==> src/i2cm_pkg.sv <==
package i2cm_pkg;

  // Register indexes of the configuration port
  typedef enum logic [1:0] {
    CFG_STRETCH_TIMEOUT = 2'd0,
    CFG_RECOVERY_LIMIT  = 2'd1,
    CFG_STOP_HOLD_TICKS = 2'd2
  } cfg_idx_e;

  localparam int unsigned CfgIdxW  = 2;
  localparam int unsigned CfgDataW = 8;

  localparam logic [7:0] StretchTimeoutRst = 8'd10;
  localparam logic [3:0] RecoveryLimitRst  = 4'd10;
  localparam logic [3:0] StopHoldTicksRst  = 4'd3;

  // Bus command codes
  typedef enum logic [2:0] {
    FN_START = 3'd0,
    FN_STOP  = 3'd1,
    FN_WRITE = 3'd2,
    FN_READ  = 3'd3,
    FN_SACK  = 3'd4,
    FN_RACK  = 3'd5
  } func_e;

  // Sequencer phases
  typedef enum logic [4:0] {
    PH_IDLE   = 5'd0,
    PH_S_SDA  = 5'd1,
    PH_S_SCL  = 5'd2,
    PH_W_DATA = 5'd3,
    PH_W_RISE = 5'd4,
    PH_W_WAIT = 5'd5,
    PH_W_FALL = 5'd6,
    PH_R_DATA = 5'd7,
    PH_R_RISE = 5'd8,
    PH_R_WAIT = 5'd9,
    PH_R_END  = 5'd10,
    PH_K_DATA = 5'd11,
    PH_K_RISE = 5'd12,
    PH_K_WAIT = 5'd13,
    PH_A_DATA = 5'd14,
    PH_A_RISE = 5'd15,
    PH_A_WAIT = 5'd16,
    PH_A_SDA  = 5'd17,
    PH_P_DATA = 5'd18,
    PH_P_RISE = 5'd19,
    PH_P_WAIT = 5'd20,
    PH_P_CHK  = 5'd21,
    PH_P_HIGH = 5'd22,
    PH_P_HOLD = 5'd23
  } phase_e;

  // One tick request as it arrives on the input channel
  typedef struct packed {
    logic       cmd_valid;
    logic [2:0] func;
    logic [7:0] write_data;
    logic       ack_to_send;
    logic       scl_line;
    logic       sda_line;
  } req_t;

  // One tick result
  typedef struct packed {
    logic       scl_pull_low;
    logic       sda_pull_low;
    logic       busy_res;
    logic       done_res;
    logic [7:0] read_data;
    logic       ack_received;
    logic       timed_out;
    logic [3:0] recovery_clocks;
  } res_t;

  // Classified tick held in the queue between front and back
  typedef struct packed {
    logic       cmd_ok;
    func_e      func;
    logic [7:0] write_data;
    logic       ack_to_send;
    logic       scl_line;
    logic       sda_line;
  } tick_t;

  // Configuration values seen by the engine
  typedef struct packed {
    logic [7:0] stretch_timeout;
    logic [3:0] recovery_limit;
    logic [3:0] stop_hold_ticks;
  } cfg_t;

  // Entry phase of each command
  function automatic phase_e first_phase(func_e f);
    phase_e p;
    unique case (f)
      FN_START: p = PH_S_SDA;
      FN_STOP:  p = PH_P_DATA;
      FN_WRITE: p = PH_W_DATA;
      FN_READ:  p = PH_R_DATA;
      FN_SACK:  p = PH_K_DATA;
      FN_RACK:  p = PH_A_DATA;
      default:  p = PH_IDLE;
    endcase
    return p;
  endfunction

endpackage

==> src/i2cm_front.sv <==
module i2cm_front (
  input  logic           clk_i,
  input  logic           rst_ni,
  input  logic           in_valid_i,
  output logic           in_stall_o,
  input  i2cm_pkg::req_t in_req_i,
  output logic           tick_valid_o,
  input  logic           tick_ready_i,
  output i2cm_pkg::tick_t tick_o
);
  import i2cm_pkg::*;

  tick_t      entry_q [2];
  logic       wr_ptr_q, wr_ptr_d;
  logic       rd_ptr_q, rd_ptr_d;
  logic [1:0] count_q, count_d;
  logic       push, pop;
  tick_t      cls;

  // Classify: only defined command codes count as a command
  always_comb begin
    cls.cmd_ok      = in_req_i.cmd_valid && (in_req_i.func <= FN_RACK);
    cls.func        = func_e'(in_req_i.func);
    cls.write_data  = in_req_i.write_data;
    cls.ack_to_send = in_req_i.ack_to_send;
    cls.scl_line    = in_req_i.scl_line;
    cls.sda_line    = in_req_i.sda_line;
  end

  assign in_stall_o   = (count_q == 2'd2);
  assign push         = in_valid_i && !in_stall_o;
  assign tick_valid_o = (count_q != 2'd0);
  assign pop          = tick_valid_o && tick_ready_i;
  assign tick_o       = entry_q[rd_ptr_q];

  // Advance pointers and fill count
  always_comb begin
    wr_ptr_d = push ? ~wr_ptr_q : wr_ptr_q;
    rd_ptr_d = pop ? ~rd_ptr_q : rd_ptr_q;
    count_d  = count_q + {1'b0, push} - {1'b0, pop};
  end

  always_ff @(posedge clk_i or negedge rst_ni) begin
    if (!rst_ni) begin
      wr_ptr_q <= 1'b0;
      rd_ptr_q <= 1'b0;
      count_q  <= 2'd0;
    end else begin
      wr_ptr_q <= wr_ptr_d;
      rd_ptr_q <= rd_ptr_d;
      count_q  <= count_d;
    end
  end

  // Hold queued ticks
  always_ff @(posedge clk_i) begin
    if (push) begin
      entry_q[wr_ptr_q] <= cls;
    end
  end

endmodule

==> src/i2cm_back.sv <==
module i2cm_back (
  input  logic            clk_i,
  input  logic            rst_ni,
  input  i2cm_pkg::cfg_t  cfg_i,
  input  logic            tick_valid_i,
  output logic            tick_ready_o,
  input  i2cm_pkg::tick_t tick_i,
  output logic            out_valid_o,
  input  logic            out_stall_i,
  output i2cm_pkg::res_t  out_res_o
);
  import i2cm_pkg::*;

  phase_e     phase_q, phase_d;
  logic [2:0] bit_q, bit_d;
  logic [7:0] shift_q, shift_d;
  logic [7:0] wait_q, wait_d;
  logic [3:0] rec_q, rec_d;
  logic       tmo_q, tmo_d;
  logic       scl_q, scl_d;
  logic       sda_q, sda_d;
  logic [7:0] rd_q, rd_d;
  logic       ack_q, ack_d;
  logic       busy, done;
  logic       step;
  logic       out_valid_q;
  res_t       out_q;
  logic [7:0] lim;
  logic       stretch_hold;
  logic [7:0] hold_cnt;

  assign tick_ready_o = !out_valid_q || !out_stall_i;
  assign step         = tick_valid_i && tick_ready_o;
  assign out_valid_o  = out_valid_q;
  assign out_res_o    = out_q;

  // A zero timeout acts as one tick
  assign lim          = (cfg_i.stretch_timeout == 8'd0) ? 8'd1 : cfg_i.stretch_timeout;
  assign stretch_hold = !tick_i.scl_line && (wait_q < lim);
  assign hold_cnt     = wait_q + 8'd1;

  // Run one tick of the bus sequencer
  always_comb begin
    phase_e cur;
    cur     = phase_q;
    bit_d   = bit_q;
    shift_d = shift_q;
    wait_d  = wait_q;
    rec_d   = rec_q;
    tmo_d   = tmo_q;
    scl_d   = scl_q;
    sda_d   = sda_q;
    rd_d    = rd_q;
    ack_d   = ack_q;
    busy    = 1'b0;
    done    = 1'b0;

    // Take a new command only when idle
    if (cur == PH_IDLE && tick_i.cmd_ok) begin
      tmo_d  = 1'b0;
      wait_d = 8'd0;
      bit_d  = 3'd7;
      case (tick_i.func)
        FN_WRITE: shift_d = tick_i.write_data;
        FN_SACK:  shift_d = {7'd0, tick_i.ack_to_send};
        default:  shift_d = 8'd0;
      endcase
      if (tick_i.func == FN_STOP) begin
        rec_d = 4'd0;
      end
      cur = first_phase(tick_i.func);
    end

    phase_d = cur;
    if (cur != PH_IDLE) begin
      busy = 1'b1;
      unique case (cur)
        PH_S_SDA: begin
          sda_d   = 1'b1;
          phase_d = PH_S_SCL;
        end
        PH_S_SCL: begin
          scl_d = 1'b1;
          done  = 1'b1;
        end
        PH_W_DATA: begin
          sda_d   = !shift_d[7];
          phase_d = PH_W_RISE;
        end
        PH_W_RISE, PH_R_RISE, PH_K_RISE, PH_A_RISE, PH_P_RISE: begin
          scl_d   = 1'b0;
          wait_d  = 8'd0;
          phase_d = phase_e'(cur + 5'd1);
        end
        PH_W_WAIT, PH_R_WAIT, PH_K_WAIT, PH_A_WAIT, PH_P_WAIT: begin
          if (stretch_hold) begin
            wait_d = wait_q + 8'd1;
          end else begin
            if (wait_q >= lim) begin
              tmo_d = 1'b1;
            end
            case (cur)
              PH_W_WAIT: phase_d = PH_W_FALL;
              PH_R_WAIT: begin
                shift_d = {shift_q[6:0], tick_i.sda_line};
                if (bit_q == 3'd0) begin
                  phase_d = PH_R_END;
                end else begin
                  bit_d   = bit_q - 3'd1;
                  phase_d = PH_R_DATA;
                end
              end
              PH_K_WAIT: begin
                scl_d = 1'b1;
                done  = 1'b1;
              end
              PH_A_WAIT: begin
                ack_d   = !tick_i.sda_line;
                scl_d   = 1'b1;
                phase_d = PH_A_SDA;
              end
              default: begin
                sda_d   = 1'b0;
                phase_d = PH_P_CHK;
              end
            endcase
          end
        end
        PH_W_FALL: begin
          scl_d   = 1'b1;
          shift_d = {shift_q[6:0], 1'b0};
          if (bit_q == 3'd0) begin
            done = 1'b1;
          end else begin
            bit_d   = bit_q - 3'd1;
            phase_d = PH_W_DATA;
          end
        end
        PH_R_DATA: begin
          sda_d = 1'b0;
          if (bit_d != 3'd7) begin
            scl_d = 1'b1;
          end
          phase_d = PH_R_RISE;
        end
        PH_R_END: begin
          scl_d = 1'b1;
          rd_d  = shift_q;
          done  = 1'b1;
        end
        PH_K_DATA: begin
          sda_d   = shift_d[0];
          phase_d = PH_K_RISE;
        end
        PH_A_DATA: begin
          sda_d   = 1'b0;
          phase_d = PH_A_RISE;
        end
        PH_A_SDA: begin
          sda_d = 1'b1;
          done  = 1'b1;
        end
        PH_P_DATA: begin
          sda_d   = 1'b1;
          phase_d = PH_P_RISE;
        end
        PH_P_CHK: begin
          // Pulse SCL again while a slave still holds SDA, up to the recovery limit
          if (!tick_i.sda_line && (rec_q < cfg_i.recovery_limit)) begin
            rec_d   = rec_q + 4'd1;
            scl_d   = 1'b1;
            phase_d = PH_P_HIGH;
          end else begin
            if (!tick_i.sda_line) begin
              tmo_d = 1'b1;
            end
            if (cfg_i.stop_hold_ticks <= 4'd1) begin
              done = 1'b1;
            end else begin
              wait_d  = 8'd1;
              phase_d = PH_P_HOLD;
            end
          end
        end
        PH_P_HIGH: begin
          scl_d   = 1'b0;
          phase_d = PH_P_CHK;
        end
        PH_P_HOLD: begin
          wait_d = hold_cnt;
          if (hold_cnt >= {4'd0, cfg_i.stop_hold_ticks}) begin
            done = 1'b1;
          end
        end
        default: done = 1'b1;
      endcase
      if (done) begin
        phase_d = PH_IDLE;
      end
    end
  end

  // Update engine state once per consumed tick
  always_ff @(posedge clk_i or negedge rst_ni) begin
    if (!rst_ni) begin
      phase_q     <= PH_IDLE;
      bit_q       <= 3'd7;
      shift_q     <= 8'd0;
      wait_q      <= 8'd0;
      rec_q       <= 4'd0;
      tmo_q       <= 1'b0;
      scl_q       <= 1'b0;
      sda_q       <= 1'b0;
      rd_q        <= 8'd0;
      ack_q       <= 1'b0;
      out_valid_q <= 1'b0;
    end else begin
      if (step) begin
        phase_q <= phase_d;
        bit_q   <= bit_d;
        shift_q <= shift_d;
        wait_q  <= wait_d;
        rec_q   <= rec_d;
        tmo_q   <= tmo_d;
        scl_q   <= scl_d;
        sda_q   <= sda_d;
        rd_q    <= rd_d;
        ack_q   <= ack_d;
      end
      if (tick_ready_o) begin
        out_valid_q <= tick_valid_i;
      end
    end
  end

  // Load the result register
  always_ff @(posedge clk_i) begin
    if (step) begin
      out_q.scl_pull_low    <= scl_d;
      out_q.sda_pull_low    <= sda_d;
      out_q.busy_res        <= busy;
      out_q.done_res        <= done;
      out_q.read_data       <= rd_d;
      out_q.ack_received    <= ack_d;
      out_q.timed_out       <= tmo_d;
      out_q.recovery_clocks <= rec_d;
    end
  end

endmodule

==> src/i2c_master_bit_engine_core.sv <==
// A tick request accepted into the queue waits until the sequencer consumes it, and the
// result of that tick is registered. Throughput: one tick request per cycle while no
// result is stalled, set by the single-step sequencer in i2cm_back. A two-entry queue
// separates the classifier from the sequencer. Reset is asynchronous, active low: the
// sequencer goes idle with both lines released and the registers take 10, 10 and 3.
module i2c_master_bit_engine_core (
  input  logic                           clk_i,
  input  logic                           rst_ni,
  input  logic                           cfg_we_i,
  input  logic [i2cm_pkg::CfgIdxW-1:0]   cfg_index_i,
  input  logic [i2cm_pkg::CfgDataW-1:0]  cfg_wdata_i,
  input  logic                           in_valid_i,
  output logic                           in_stall_o,
  input  i2cm_pkg::req_t                 in_req_i,
  output logic                           out_valid_o,
  input  logic                           out_stall_i,
  output i2cm_pkg::res_t                 out_res_o
);
  import i2cm_pkg::*;

  cfg_t  cfg_q, cfg_d;
  logic  tick_valid, tick_ready;
  tick_t tick;

  // Decode configuration writes
  always_comb begin
    cfg_d = cfg_q;
    if (cfg_we_i) begin
      unique case (cfg_idx_e'(cfg_index_i))
        CFG_STRETCH_TIMEOUT: cfg_d.stretch_timeout = cfg_wdata_i;
        CFG_RECOVERY_LIMIT:  cfg_d.recovery_limit  = cfg_wdata_i[3:0];
        CFG_STOP_HOLD_TICKS: cfg_d.stop_hold_ticks = cfg_wdata_i[3:0];
        default: ;
      endcase
    end
  end

  always_ff @(posedge clk_i or negedge rst_ni) begin
    if (!rst_ni) begin
      cfg_q.stretch_timeout <= StretchTimeoutRst;
      cfg_q.recovery_limit  <= RecoveryLimitRst;
      cfg_q.stop_hold_ticks <= StopHoldTicksRst;
    end else begin
      cfg_q <= cfg_d;
    end
  end

  i2cm_front u_front (
    .clk_i        (clk_i),
    .rst_ni       (rst_ni),
    .in_valid_i   (in_valid_i),
    .in_stall_o   (in_stall_o),
    .in_req_i     (in_req_i),
    .tick_valid_o (tick_valid),
    .tick_ready_i (tick_ready),
    .tick_o       (tick)
  );

  i2cm_back u_back (
    .clk_i        (clk_i),
    .rst_ni       (rst_ni),
    .cfg_i        (cfg_q),
    .tick_valid_i (tick_valid),
    .tick_ready_o (tick_ready),
    .tick_i       (tick),
    .out_valid_o  (out_valid_o),
    .out_stall_i  (out_stall_i),
    .out_res_o    (out_res_o)
  );

  // A full queue always offers a tick to the sequencer
  a_full_has_tick: assert property (@(posedge clk_i) disable iff (!rst_ni)
    in_stall_o |-> tick_valid)
    else $error("queue full with no tick offered");

  // A consumed tick shows up as a result on the next cycle
  a_step_gives_result: assert property (@(posedge clk_i) disable iff (!rst_ni)
    (tick_valid && tick_ready) |=> out_valid_o)
    else $error("consumed tick produced no result");

  // A completing tick is always a busy tick
  a_done_is_busy: assert property (@(posedge clk_i) disable iff (!rst_ni)
    (out_valid_o && out_res_o.done_res) |-> out_res_o.busy_res)
    else $error("done without busy");

  // Nothing is consumed while a result is stalled
  a_stall_blocks_step: assert property (@(posedge clk_i) disable iff (!rst_ni)
    (out_valid_o && out_stall_i) |-> !tick_ready)
    else $error("sequencer stepped under a stalled result");

endmodule
==> config.mk <==
export PLATFORM = sky130hd
export DESIGN_NAME = i2c_master_bit_engine_core
export DESIGN_NICKNAME = d
export VERILOG_FILES = /design/src/i2cm_pkg.sv /design/src/i2cm_front.sv /design/src/i2cm_back.sv /design/src/i2c_master_bit_engine_core.sv
export SDC_FILE = /design/constraint.sdc
export NUM_CORES = 1
export LEC_CHECK = 0
export ABC_AREA = 1
export ABC_CLOCK_PERIOD_IN_PS = 3060
export BUFFER_PORTS_ARGS = -buffer_cell sky130_fd_sc_hd__buf_4
export CORE_MARGIN = 1
export CORE_UTILIZATION = 35
export DETAILED_ROUTE_END_ITERATION = 8
export GPL_TIMING_DRIVEN = 0
export PLACE_DENSITY_LB_ADDON = 0.3
export SLEW_MARGIN = 0
export SYNTH_ARGS = -nofsm -noshare
export SYNTH_HDL_FRONTEND = slang
export SYNTH_HIERARCHICAL = 1
export SYNTH_SLANG_ARGS = --single-unit
==> constraint.sdc <==
create_clock -name clk_i -period 3.06 [get_ports clk_i]
set_input_delay 0.612 -clock clk_i [delete_from_list [all_inputs] [get_ports clk_i]]
set_output_delay 0.612 -clock clk_i [all_outputs]
set_load 0.02 [all_outputs]
# [Yosys cells after proc, flatten, opt, wreduce, memory -nomap -nowiden]
# Memories as Yosys holds them, arrays and structs flattened.
# Cells that the tools add are included.
[totals] reg_bits=79 latchBits=0 mem_bits_rw=30 mem_bits_ro=0 input_bits=30 out_inout_bits=20 wordCells=173 memories=1
[op_classes] addsub=6 multipliers=0 div_mod_pow=0 n_lt_le_gt_ge=6 n_eq_ne=32 n_shift=0 muxes=69 bitwise_logic=2 n_reduce_logical=32
[memory_table] name="u_front.entry_q" words=2 word_bits=15 rd=1 rd_clocked_by_memory_dff=0 wr=1 line="i2cm_front.sv:13" text="tick_t entry_q [2];"
[op_table] operator="two-way mux 8 bit" n=12
[op_table] operator="case mux 5 bit (11 select lines)" n=1
[op_table] operator="== test 5 x 4 -> 1 bit (second input constant)" n=8
[op_table] operator="== test 5 bit (second input constant)" n=8
[op_table] operator="two-way mux 5 bit" n=7
[op_table] operator="case mux 8 bit (2 select lines)" n=2
[op_table] operator="case mux 8 bit (4 select lines)" n=1
[op_table] operator="case mux 5 bit (6 select lines)" n=1
[op_table] operator="two-way mux 1 bit" n=28
[op_table] operator="two-way mux 4 bit" n=6
[op_table] operator="== test 5 x 3 -> 1 bit (second input constant)" n=4
[op_table] operator="case mux 5 bit (4 select lines)" n=1
[op_table] operator="two-way mux 3 bit" n=5
[op_table] operator="case mux 1 bit (5 select lines)" n=3
[op_table] operator="OR reduction 12 bit" n=1
[op_table] operator="== test 5 x 2 -> 1 bit (second input constant)" n=2
[op_table] operator="OR reduction 5 bit" n=2
[op_table] operator="adder 8 x 1 -> 8 bit (second input constant)" n=1
[op_table] operator=">= comparator 8 x 4 -> 1 bit" n=1
[op_table] operator=">= comparator 8 bit" n=1
[op_table] operator="zero test 8 bit" n=1
[op_table] operator="< comparator 8 bit" n=1
[op_table] operator="== test 3 x 2 -> 1 bit (second input constant)" n=2
[op_table] operator="== test 3 bit (second input constant)" n=2
[op_table] operator="other kinds (29)" n=46

# [Longest topological paths before layout]
# Gate-level depths: netlist of run 1.
# An unclocked memory read counts as a cell.
[logic_depth] ltp_word=11 ltp_mapped=26 ltp_nobuf=24

# [Cells and area by module]
# The synthesis of run 1 kept the hierarchy.
[modules_own_cells] mod="i2cm_back" n_inst=1 cells_per_inst=646 area_each_um2=4673.2 seq_area_each_um2=1570.3
[modules_own_cells] mod="i2cm_front" n_inst=1 cells_per_inst=112 area_each_um2=1367.6 seq_area_each_um2=1001.0
[modules_own_cells] mod="i2c_master_bit_engine_core" n_inst=1 cells_per_inst=74 area_each_um2=709.4 seq_area_each_um2=407.9

# [Least setup slack after synthesis of run 1]
# Ideal clock, no wire load.
[synth_timing] path_type="register to register" from="register u_front.rd_ptr_q" to="register u_back.phase_q[0]" setup_time_ps=116 arrival_ps=2779 required_ps=2944 setup_slack_ps=165 stages_incl_launch_ff=24 n_path_buf=2 synth_period_minus_slack_ps=2895 path_cell_list="dfrtp_1 -> buf_6 -> nand2_1 -> nand2_1 -> inv_1 -> nor2_1 -> nand3_2 -> buf_6 -> inv_2 -> or2_2 -> nand2_1 -> inv_1 -> ha_1 -> inv_1 -> nor2_1 -> ha_1 -> a21oi_2 -> nand3_1 -> nor2_2 -> nand2_2 -> o21ai_0 -> inv_1 -> nand2_1 -> nand2_1"
[synth_lines] element="from (decl)" line="i2cm_front.sv:15" text="logic rd_ptr_q, rd_ptr_d;"
[synth_lines] element="from (signal assigned)" line="i2cm_front.sv:50" text="rd_ptr_q <= rd_ptr_d;"
[synth_lines] element="to (signal assigned)" line="i2cm_back.sv:219" text="phase_q <= phase_d;"
[synth_lines] element="to (decl)" line="i2cm_back.sv:14" text="phase_e phase_q, phase_d;"

==> impl_metrics.env, run 1 <==
export IMPL_syn_to_final_growth_pct=25.5
export IMPL_drtAntennaViolNets=0
export IMPL_final_nets=986
export IMPL_synthTopCellsByArea="edfxtp_1, dfrtp_1, nand2_1"
export IMPL_ys_seq_area_share_pct=44.1
export IMPL_grt_overflow_total=0
export IMPL_p_per_area_nw_per_um2=1230
export IMPL_cts_buffer_depth=2
export IMPL_grt_use_total_pct=18.1
export IMPL_boundaryPins=50
export IMPL_synth_edff_count=48
export IMPL_grt_max_degree=62
export IMPL_clock_sink_count=109
export IMPL_r2r_start="u_front/rd_ptr_q$_DFFE_PN0P_"
export IMPL_vias=5952
export IMPL_slew_limit_headroom_pct=15.0
export IMPL_worst_pin_slew_ns=1.27
export IMPL_peakVddDrop_v=0.000509
export IMPL_worst_slack_ns=-0.0285
export IMPL_synth_top_cell_by_area="edfxtp_1"
export IMPL_fp_dieH_um=141
export IMPL_holdWs_ns=0.333
export IMPL_r2r_end="u_back/wait_q[7]$_DFFE_PN0P_"
export IMPL_synth_xor_area_share_pct=0.908
export IMPL_numCtsBuffers=9
export IMPL_clock_fmax_mhz=324
export IMPL_core_area_um2=18800
export IMPL_rsz0062_at_grt="true"
export IMPL_fin_util_pct=45.0
export IMPL_antenna_found_initial=0
export IMPL_synthCells=832
export IMPL_maxCapViolations=0
export IMPL_die_x_um=141
export IMPL_status="finished, violations left"
export IMPL_routed_wl_mm=17.7
export IMPL_num_fill_cells=1856
export IMPL_synthMuxAreaShare_pct=0.297
export IMPL_fin_crit_sh_pct=101
export IMPL_portBuffers=46
export IMPL_drive_above_1_share_pct=29.3
export IMPL_post_drt_wl_per_cell_um=14.8
export IMPL_path_class="register to register"
export IMPL_required_ns=3.34
export IMPL_setup_viol=3
export IMPL_initial_core_util_pct=35.8
export IMPL_power_mw=10.4
export IMPL_r2r_cells=23
export IMPL_violations="negative setup slack"
export IMPL_antenna_cells=0
export IMPL_drt_iter0_markers=441
export IMPL_crit_fanout=7
export IMPL_synth_fp_nets=888
export IMPL_vias_per_cell=4.98
export IMPL_globalplace_congestion=0.944
export IMPL_yosys_warnings=6
export IMPL_start_kind="register"
export IMPL_leakage_nw=4.05
export IMPL_clockRootBuffer="clkbuf_16"
export IMPL_htreeDepth=3
export IMPL_dr_pass1_iters=6
export IMPL_place_hpwl_mm=12.1
export IMPL_final_common_cell="nand2_1"
export IMPL_slew_viol_final=0
export IMPL_grt_pass1_vias=5403
export IMPL_clkLatencyLatePin_ns=0.36
export IMPL_reg2reg_slack_ns=-0.03
export IMPL_synth_top_family_by_area="simple AND/OR/NAND/NOR gates"
export IMPL_synth_cell_types=50
export IMPL_synth_simple_gate_area_share_pct=32.0
export IMPL_hold_viol_final=0
export IMPL_postSynthAreaPerCell_um2=8.11
export IMPL_fin_worst_skew_ns=0.00672
export IMPL_fin_crit_ns=3.09
export IMPL_cp_data_arrival_time_ns=3.37
export IMPL_drc=0
export IMPL_grt_pass1_wl_mm=27.8
export IMPL_crit_path_end_kind="register"
export IMPL_synth_cell_area_um2=6750
export IMPL_async_flop_share_pct=56.0
export IMPL_dieArea_um2=19800
export IMPL_synthFlopType="dfrtp_1"
export IMPL_synth_compound_area_share_pct=10.3
export IMPL_place_ws_ns=-0.484
export IMPL_clkSlewWorstSetupHoldPaths_ns=0.08
export IMPL_ys_seq_elements=109
export IMPL_synth_top_area_share_pct=21.4
export IMPL_hold_path_class="primary input to async pin"
export IMPL_cts_tree="done"
export IMPL_most_common_layout_cells="nand2_1, buf_4, inv_1"
export IMPL_rows=50
export IMPL_synth_fa_ha_area_share_pct=4.82
[what timing repair did]
action | CTS | global route
gates resized for setup | 23 | 102
endpoints found under the setup margin | 50 | 51
endpoints found under the hold margin | 0 | 0
pin swaps | 18 | 43
hold buffers | 0 | 0
buffers inserted | 22 | 22
gates cloned | 0 | 1
[through the flow]
stage               std cells  TNS [ns]  instance area [µm²]
finish                   1195   -0.0399                 8470
global placement         1138    -11.84                 7420
floorplan                 832         0                 6750
global route             1195     -1.83                 8470
CTS                      1175         0                 7940
detailed placement       1138    -12.54                 7420
[where the power goes]
part           leakage [nW]  internal, mW  switching [mW]
registers              1.19          2.15           0.316
logic                  2.71          2.51            4.25
clock network         0.147         0.640           0.560
total                  4.05          5.30            5.12
[routing by layer]
metal  vias up  part of all wire [%]  global-route usage [%]
li1       2951                     -                       -
met1      2769                    46                    25.1
met2       189                    46                    28.5
met3        43                   5.3                    2.96
met4         0                   2.7                    6.24
met5         -                     0                       0
[sequential cells by signal, indices dropped and copies added (netlist names), 2 cells and up]
signal            cells
cfg_q                16
u_back/bit_q          3
u_back/out_res_o     18
u_back/phase_q        5
u_back/rd_q           8
u_back/rec_q          4
u_back/shift_q        8
u_back/wait_q         8
u_front/count_q       2
u_front/entry_q      30
[cell usage after synthesis, types with 2 or more instances]
cell      number
dfstp_2        9
nand2_4        8
nor2_8         2
buf_4          2
nand2_2       13
edfxtp_1      48
xor2_1         5
o21a_1         2
ha_1          26
nor2_1        51
a21boi_0       2
dfrtp_1       52
inv_2          9
nor2_2         6
a21oi_1       34
xnor2_1        2
a22oi_2        7
clkbuf_1      10
nand3_1       64
buf_6          8
nand4_1       13
mux2i_1        2
nor4_1         2
o21ai_2        2
buf_2          2
o21ai_0       36
a31oi_1        6
o21ai_1       16
nand2_1      276
inv_1         78
nor2_4        10
nand3_2        7
nor3_1         4
or2_2          2
[how the worst max path moves through the flow]
stage                                       startpoint  cells after the start                            end  slack (ns)
after floorplan           u_front/rd_ptr_q$_DFFE_PN0P_                     23  u_back/phase_q[0]$_DFFE_PN0P_        0.16
after global placement    u_front/rd_ptr_q$_DFFE_PN0P_                     23   u_back/wait_q[2]$_DFFE_PN0P_       -0.43
after detailed placement  u_front/rd_ptr_q$_DFFE_PN0P_                     23   u_back/wait_q[7]$_DFFE_PN0P_       -0.48
after CTS                 u_front/rd_ptr_q$_DFFE_PN0P_                     23  u_back/phase_q[1]$_DFFE_PN0P_       0.008
after global routing      u_front/rd_ptr_q$_DFFE_PN0P_                     23   u_back/wait_q[7]$_DFFE_PN0P_       -0.16
final                     u_front/rd_ptr_q$_DFFE_PN0P_                     23   u_back/wait_q[7]$_DFFE_PN0P_       -0.03
[critical path: stages, from the launching register on]
cell and delay [ns]:
dfrtp_1 0.37, buf_6 0.14, inv_8 0.07, nand2_4 0.05, nand2_4 0.06, inv_2 0.04, nor2_2 0.10, nand3_2 0.10
buf_8 0.15, clkinv_8 0.04, nand4_1 0.21, nand2_4 0.19, inv_4 0.07, ha_4 0.17, inv_4 0.07, nor2_4 0.04
ha_4 0.16, a21oi_4 0.20, nand3_2 0.14, nor2_4 0.18, nor2_4 0.09, nand2_4 0.14, o21ai_2 0.08, a21oi_2 0.15
[area by class of cell]
class	instances	area [µm²]	share of cell area, %
Multi-Input combinational cell	611	3650	43.1
Buffer	23	179	2.11
Tap cell	260	325	3.84
Sequential cell	109	2980	35.2
Clock inverter	7	71.3	0.842
Timing Repair Buffer	87	676	7.97
Inverter	89	370	4.37
Clock buffer	9	225	2.66
[cell families after synthesis]
kind of cell    Yosys count
compound gates          115
simple gates            461
xor+xnor                  7
mux                       2
flops                   109
fa+ha+maj                26
buf+inv                 112
(Power assumes the default switching activity.)
==> run 2, diff against run 1 <==
- SYNTH_HIERARCHICAL: 1 -> unset
==> run 2 against run 1 <==
The run ends with design-rule violations left. Core utilization shrank 2.0 points. Sequential share of layout area is 2.9 points higher. Final area shrank 7.6%. Combinational power fell by 20%. Largest power group unchanged.
==> impl_metrics.env, run 2 <==
export IMPL_status="finished, violations left"
export IMPL_violations="design-rule violations"
export IMPL_met3_length_um=700
export IMPL_synthFlopType="dfrtp_1"
export IMPL_wl_met1_mm=8.33
export IMPL_synth_fp_nets=867
export IMPL_multiInputGateArea_um2=3220
export IMPL_final_nets=945
export IMPL_crit_fanout=7
export IMPL_boundaryPins=50
export IMPL_peakVddDrop_v=0.000504
export IMPL_post_dp_cell_area_um2=7240
export IMPL_endpoint="u_back.phase_q[3]$_DFFE_PN0P_"
export IMPL_synth_edff_count=48
export IMPL_die_x_um=139
export IMPL_worst_slack_ns=0.137
export IMPL_vias=5615
export IMPL_r2r_start="u_back.phase_q[0]$_DFFE_PN0P_"
export IMPL_r2r_end="u_back.phase_q[3]$_DFFE_PN0P_"
export IMPL_cp_common_cell="nand2_1"
export IMPL_reg2reg_slack_ns=0.14
export IMPL_htreeDepth=3
export IMPL_postSynthAreaPerCell_um2=8.12
export IMPL_dieArea_um2=19400
export IMPL_dr_pass1_iters=9
export IMPL_setup_viol=0
export IMPL_synthCells=811
export IMPL_finalSetupTns_ns=0
export IMPL_synthTopCellsByCount="nand2_1, inv_1, nor2_1, o21ai_0, dfrtp_1"
export IMPL_clock_fmax_mhz=342
export IMPL_numCtsBuffers=9
export IMPL_clockRootBuffer="clkbuf_16"
export IMPL_num_fill_cells=1797
export IMPL_cpPeakStageDelay_ns=0.40
export IMPL_post_drt_wl_per_cell_um=15.1
export IMPL_maxCapViolations=0
export IMPL_fin_crit_ns=2.92
export IMPL_yosysMostFrequentCell="nand2_1"
export IMPL_synth_top_cell_by_area="edfxtp_1"
export IMPL_cts_hold_buf=0
export IMPL_rows=49
export IMPL_path_class="register to register"
export IMPL_power_mw=9.12
export IMPL_grt_overflow_total=0
export IMPL_routed_wl_mm=16.9
export IMPL_async_flop_share_pct=56.0
export IMPL_drc=2
export IMPL_final_common_cell="nand2_1"
export IMPL_clock_sink_count=109
export IMPL_synthTopCellsByArea="edfxtp_1, dfrtp_1, nand2_1"
export IMPL_grt_max_degree=62
export IMPL_drt_iter0_markers=380
export IMPL_grt_pass1_wl_mm=27.6
export IMPL_drtAntennaViolNets=0
export IMPL_grt_use_total_pct=18.0
export IMPL_largest_register="u_front.entry_q"
export IMPL_r2r_cells=21
export IMPL_yosys_warnings=0
export IMPL_worst_pin_slew_ns=1.30
export IMPL_crit_path_end_kind="register"
export IMPL_place_ws_ns=-0.366
export IMPL_slew_viol_final=0
export IMPL_globalplace_congestion=0.937
export IMPL_antenna_found_initial=0
export IMPL_start_kind="register"
export IMPL_grt_pass1_vias=5381
export IMPL_place_hpwl_mm=12.4
export IMPL_leakage_nw=3.58
export IMPL_fp_dieH_um=139
export IMPL_drive_above_1_share_pct=20.6
export IMPL_rsz0062_at_grt="true"
export IMPL_syn_to_final_growth_pct=19.0
export IMPL_clkSlewWorstSetupHoldPaths_ns=0.08
export IMPL_vias_per_cell=5.00
export IMPL_seq_area_um2=2980
export IMPL_fin_area_um2=7830
export IMPL_dr_max_layer_used="met4"
export IMPL_cp_slowest_cell="dfrtp_1"
export IMPL_hold_viol_final=0
export IMPL_hold_path_class="primary input to async pin"
export IMPL_fin_worst_skew_ns=0.00820
export IMPL_fin_crit_sh_pct=95.5
export IMPL_cts_buffer_depth=2
export IMPL_clkLatencyLatePin_ns=0.36
export IMPL_largest_reg_flops=30
export IMPL_synth_cell_area_um2=6580
export IMPL_ys_seq_elements=109
export IMPL_synth_top_area_share_pct=21.9
export IMPL_synth_cell_types=46
export IMPL_antenna_cells=0
export IMPL_worstPathCellList="nor2_1 -> nand3_1 -> nor2_2 -> nand2_2 -> o21ai_4 -> inv_2 -> ha_4 -> inv_2 -> nor2_1 -> ha_1 -> inv_1 -> nand2_2 -> nor2_4 -> nand2_2 -> nor2_4 -> nand2_4 -> nand3b_1 -> nand2_1 -> nand2_1 -> nand2_1 -> nand2_1"
export IMPL_routed_wl_met2_mm=7.55
export IMPL_p_per_area_nw_per_um2=1170
export IMPL_ys_seq_area_share_pct=45.3
export IMPL_initial_core_util_pct=36.2
export IMPL_required_ns=3.36
export IMPL_most_common_layout_cells="nand2_1, inv_1, nor2_1"
export IMPL_slew_limit_headroom_pct=13.3
export IMPL_startpoint="u_back.phase_q[0]$_DFFE_PN0P_"
export IMPL_portBuffers=49
export IMPL_cts_tree="done"
export IMPL_core_area_um2=18200
export IMPL_cp_data_arrival_time_ns=3.23
-- run 2: how the worst min path moves through the flow --
| stage | end | slack (ns) | cells past startpoint |
|---|---|---|---|
| final | cfg_q[12]$_DFFE_PN0P_ | 0.33 | 1 |
| after CTS | cfg_q[12]$_DFFE_PN0P_ | 0.37 | 1 |
| after detailed placement | u_back.rd_q[7]$_DFFE_PN0P_ | 0.47 | 2 |
| after global placement | u_back.rd_q[1]$_DFFE_PN0P_ | 0.46 | 2 |
| after global routing | u_back.wait_q[5]$_DFFE_PN0P_ | 0.42 | 1 |
| after floorplan | cfg_q[10]$_DFFE_PN0P_ | 0.32 | 0 |
-- run 2: per-layer routing --
metal / GRT usage (%) / vias to the layer above
met5: 0 / -
met4: 8.19 / 0
met3: 2.62 / 24
met2: 27.5 / 123
met1: 25.4 / 2623
li1: - / 2845
-- run 2: final cells by class --
class                      instances  area share (%)
tap                              229            3.66
sequential                       109            38.0
clock buffer                      10            2.92
clock inverter                     6            1.20
multi-input combinational        582            41.1
inverter                         100            4.91
buffer                            20            1.53
timing repair buffer              67            6.60
-- run 2: what timing repair did --
action / CTS / global route
pin swaps: 2 / 10
setup buffers: 4 / 13
hold endpoints to repair: 0 / 0
resized for setup: 8 / 28
endpoints found under the setup margin: 32 / 29
-- run 2: cells by family (layout without fill, tap and decap cells) --
group | count (synthesis) | after routing | synth area share [%]
compound gates | 157 | 157 | 13.8
xor+xnor | 9 | 9 | 1.20
fa+ha+maj | 26 | 26 | 4.94
buf+inv | 120 | 203 | 7.53
flops | 109 | 109 | 45.3
mux | 1 | 1 | 0.152
simple gates | 389 | 389 | 27.2
-- run 2: critical path: cells and delay by family, from the launching register on --
| kind | cells | cell delay (ns) |
|---|---|---|
| and+or+nand+nor | 15 | 1.55 |
| DFF | 1 | 0.40 |
| adders and majority gates | 2 | 0.36 |
| AOI/OAI and AO/OA | 1 | 0.28 |
| buffers and inverters | 3 | 0.24 |
-- run 2: metrics by stage --
step                util, %  hold WS [ns]  cells
floorplan                 -         0.316    811
global placement       39.7         0.463   1089
detailed placement     39.8         0.466   1089
CTS                    41.8         0.374   1109
global route           43.0         0.422   1123
finish                 43.0         0.334   1123
-- run 2: power breakdown --
part           switching [mW]  total, mW  internal, mW
clock network           0.565       1.29         0.729
registers               0.270       2.40          2.13
logic                    3.56       5.44          1.87
total                    4.40       9.12          4.72
==> run 3, diff against run 2 <==
- ABC_AREA: 1 -> unset
==> run 3 against run 2 <==
The run ends with negative setup slack left. Flip-flop and latch count unchanged. Register-to-register slack got worse by 0.29 ns. Wire length increased by 10%. Clock-buffer cell count unchanged. Critical endpoint is now u_back.phase_q[0]$_DFFE_PN0P_. Largest power group unchanged. Highest routed layer unchanged.
==> impl_metrics.env, run 3 <==
export IMPL_status="finished, violations left"
export IMPL_violations="negative setup slack"
export IMPL_synth_top_area_share_pct=22.6
export IMPL_largest_register="u_front.entry_q"
export IMPL_final_common_cell="nand2_1"
export IMPL_numCtsBuffers=9
export IMPL_peakVddDrop_v=0.000417
export IMPL_power_mw=8.52
export IMPL_grt_use_total_pct=20.7
export IMPL_clkSlewWorstSetupHoldPaths_ns=0.08
export IMPL_synth_xor_area_share_pct=1.64
export IMPL_grt_overflow_total=0
export IMPL_boundaryPins=50
export IMPL_path_class="register to register"
export IMPL_postSynthAreaPerCell_um2=10.2
export IMPL_fin_worst_skew_ns=0.00669
export IMPL_fin_crit_ns=3.21
export IMPL_synth_compound_area_share_pct=19.2
export IMPL_place_ws_ns=-0.948
export IMPL_routed_wl_mm=18.7
export IMPL_ys_seq_elements=109
export IMPL_hold_viol_final=0
export IMPL_portBuffers=49
export IMPL_grt_max_degree=62
export IMPL_globalplace_congestion=0.959
export IMPL_synth_simple_gate_area_share_pct=14.9
export IMPL_drc=0
export IMPL_cts_tree="done"
export IMPL_synthFlopType="dfrtp_1"
export IMPL_synth_top_family_by_area="compound AO/OA/AOI/OAI gates"
export IMPL_setup_viol=13
export IMPL_antenna_cells=0
export IMPL_drtAntennaViolNets=0
export IMPL_vias=5358
export IMPL_synthTopCellsByCount="nand2_1, dfrtp_1, edfxtp_1, nor2_1, a21oi_1"
export IMPL_initial_core_util_pct=35.7
export IMPL_synth_top_cell_by_area="edfxtp_1"
export IMPL_worst_pin_slew_ns=1.24
export IMPL_finalSetupTns_ns=-0.900
export IMPL_clock_fmax_mhz=312
export IMPL_synth_fp_nets=680
export IMPL_die_x_um=137
export IMPL_async_flop_share_pct=56.0
export IMPL_fin_crit_sh_pct=105
export IMPL_final_nets=783
export IMPL_synth_edff_count=48
export IMPL_worst_slack_ns=-0.149
export IMPL_dr_pass1_iters=5
export IMPL_ys_seq_area_share_pct=46.6
export IMPL_crit_fanout=10
export IMPL_post_drt_wl_per_cell_um=19.5
export IMPL_synthMuxAreaShare_pct=8.13
export IMPL_clockRootBuffer="clkbuf_16"
export IMPL_yosysMostFrequentCell="nand2_1"
export IMPL_htreeDepth=3
export IMPL_cts_buffer_depth=2
export IMPL_required_ns=3.33
export IMPL_synth_cell_area_um2=6390
export IMPL_largest_reg_flops=30
export IMPL_yosys_warnings=0
export IMPL_slew_viol_final=0
export IMPL_synth_fa_ha_area_share_pct=5.09
export IMPL_synth_cell_types=84
export IMPL_leakage_nw=3.43
export IMPL_crit_path_end_kind="register"
export IMPL_fp_dieH_um=137
export IMPL_rsz0062_at_grt="true"
export IMPL_core_area_um2=17900
export IMPL_cp_data_arrival_time_ns=3.48
export IMPL_grt_pass1_vias=5331
export IMPL_num_fill_cells=1708
export IMPL_synthCells=624
export IMPL_drt_iter0_markers=336
export IMPL_start_kind="register"
export IMPL_fin_util_pct=46.1
export IMPL_slew_limit_headroom_pct=16.8
export IMPL_drive_above_1_share_pct=33.1
export IMPL_place_hpwl_mm=13.2
export IMPL_synthTopCellsByArea="edfxtp_1, dfrtp_1, nand2_1"
export IMPL_dieArea_um2=18800
export IMPL_antenna_found_initial=0
export IMPL_hold_path_class="primary input to async pin"
export IMPL_syn_to_final_growth_pct=29.1
export IMPL_clkLatencyLatePin_ns=0.35
export IMPL_clock_sink_count=109
export IMPL_placed_cells=902
export IMPL_maxCapViolations=0
export IMPL_final_cells=961
export IMPL_p_per_area_nw_per_um2=1030
export IMPL_rows=49
export IMPL_vias_per_cell=5.58
export IMPL_grt_pass1_wl_mm=29.5
export IMPL_most_common_layout_cells="nand2_1, buf_4, dfrtp_1"
[run 3: kinds of logic after synthesis]
kind of cell	Yosys count
buffers and inverters	60
AO/OA/AOI/OAI	167
adder cells (fa/ha/maj)	26
multiplexers	48
AND/OR/NAND/NOR	202
XOR/XNOR	12
flip-flops	109
[run 3: layout make-up]
cell class                      count  area [µm²]  area share, %
Sequential cell                   109        2980           36.1
Multi-Input combinational cell    455        3610           43.7
Timing Repair Buffer               97         785           9.51
Tap cell                          229         287           3.47
Clock inverter                      6        56.3          0.682
Inverter                           34         141           1.71
Clock buffer                       10         229           2.77
Buffer                             21         168           2.03
[run 3: stage by stage]
step / hold slack, ns / area, µm²
3_5_place_dp: 0.461 / 7060
4_1_cts: 0.382 / 8010
3_3_place_gp: 0.454 / 7050
6_report: 0.349 / 8250
5_1_grt: 0.413 / 8250
2_1_floorplan: 0.316 / 6400
[run 3: worst paths after layout]
check	start	to	slack [ns]	cells after the start
worst max-delay path	u_front.rd_ptr_q$_DFFE_PN0P_	u_back.phase_q[0]$_DFFE_PN0P_	-0.15	17
worst min-delay path	rst_ni	u_front.count_q[1]$_DFF_PN0_	0.35	1
worst max register to register	u_front.rd_ptr_q$_DFFE_PN0P_	u_back.phase_q[0]$_DFFE_PN0P_	-0.15	17
worst min register to register	u_back.rd_q[1]$_DFFE_PN0P_	u_back.rd_q[1]$_DFFE_PN0P_	0.48	2
max in group asynchronous	rst_ni	u_back.phase_q[2]$_DFFE_PN0P_	2.13	1
min in group clk_i	in_req_i[8]	u_front.entry_q[1][8]$_DFFE_PP_	0.44	1
[run 3: per-layer routing]
metal | vias up | wire [µm] | part of all wire (%) | global-route usage (%)
met1 | 2681 | 8670 | 46 | 28.8
met5 | - | 0 | 0 | 0
met2 | 138 | 8890 | 48 | 33.5
met3 | 23 | 774 | 4.1 | 3.00
met4 | 0 | 365 | 2.0 | 5.25
li1 | 2516 | - | - | -
[run 3: worst max-delay path, cell delays in order (launching register included)]
cell and delay (ns):
dfrtp_1 0.38, buf_6 0.14, buf_12 0.14, buf_4 0.14
nor3b_4 0.25, o21a_4 0.19, a21o_4 0.16, inv_4 0.07
buf_6 0.16, buf_6 0.17, ha_4 0.18, a31oi_4 0.17
nand2b_1 0.12, buf_6 0.16, o31ai_4 0.33, buf_4 0.18
o21ai_4 0.06, o21ai_1 0.12
[run 3: timing repair]
action | in CTS | in global routing
setup buffers | 36 | 12
pin swaps | 34 | 27
resized for setup | 76 | 35
hold buffers | 0 | 0
cloned | 1 | 0
endpoints found under the setup margin | 58 | 52
[run 3: report_power, final]
group | total, mW | internal [mW] | leakage (nW) | switching [mW]
combinational | 5.07 | 2.13 | 2.08 | 2.94
sequential | 2.32 | 2.05 | 1.21 | 0.276
clock | 1.13 | 0.572 | 0.138 | 0.560
total | 8.52 | 4.75 | 3.43 | 3.77
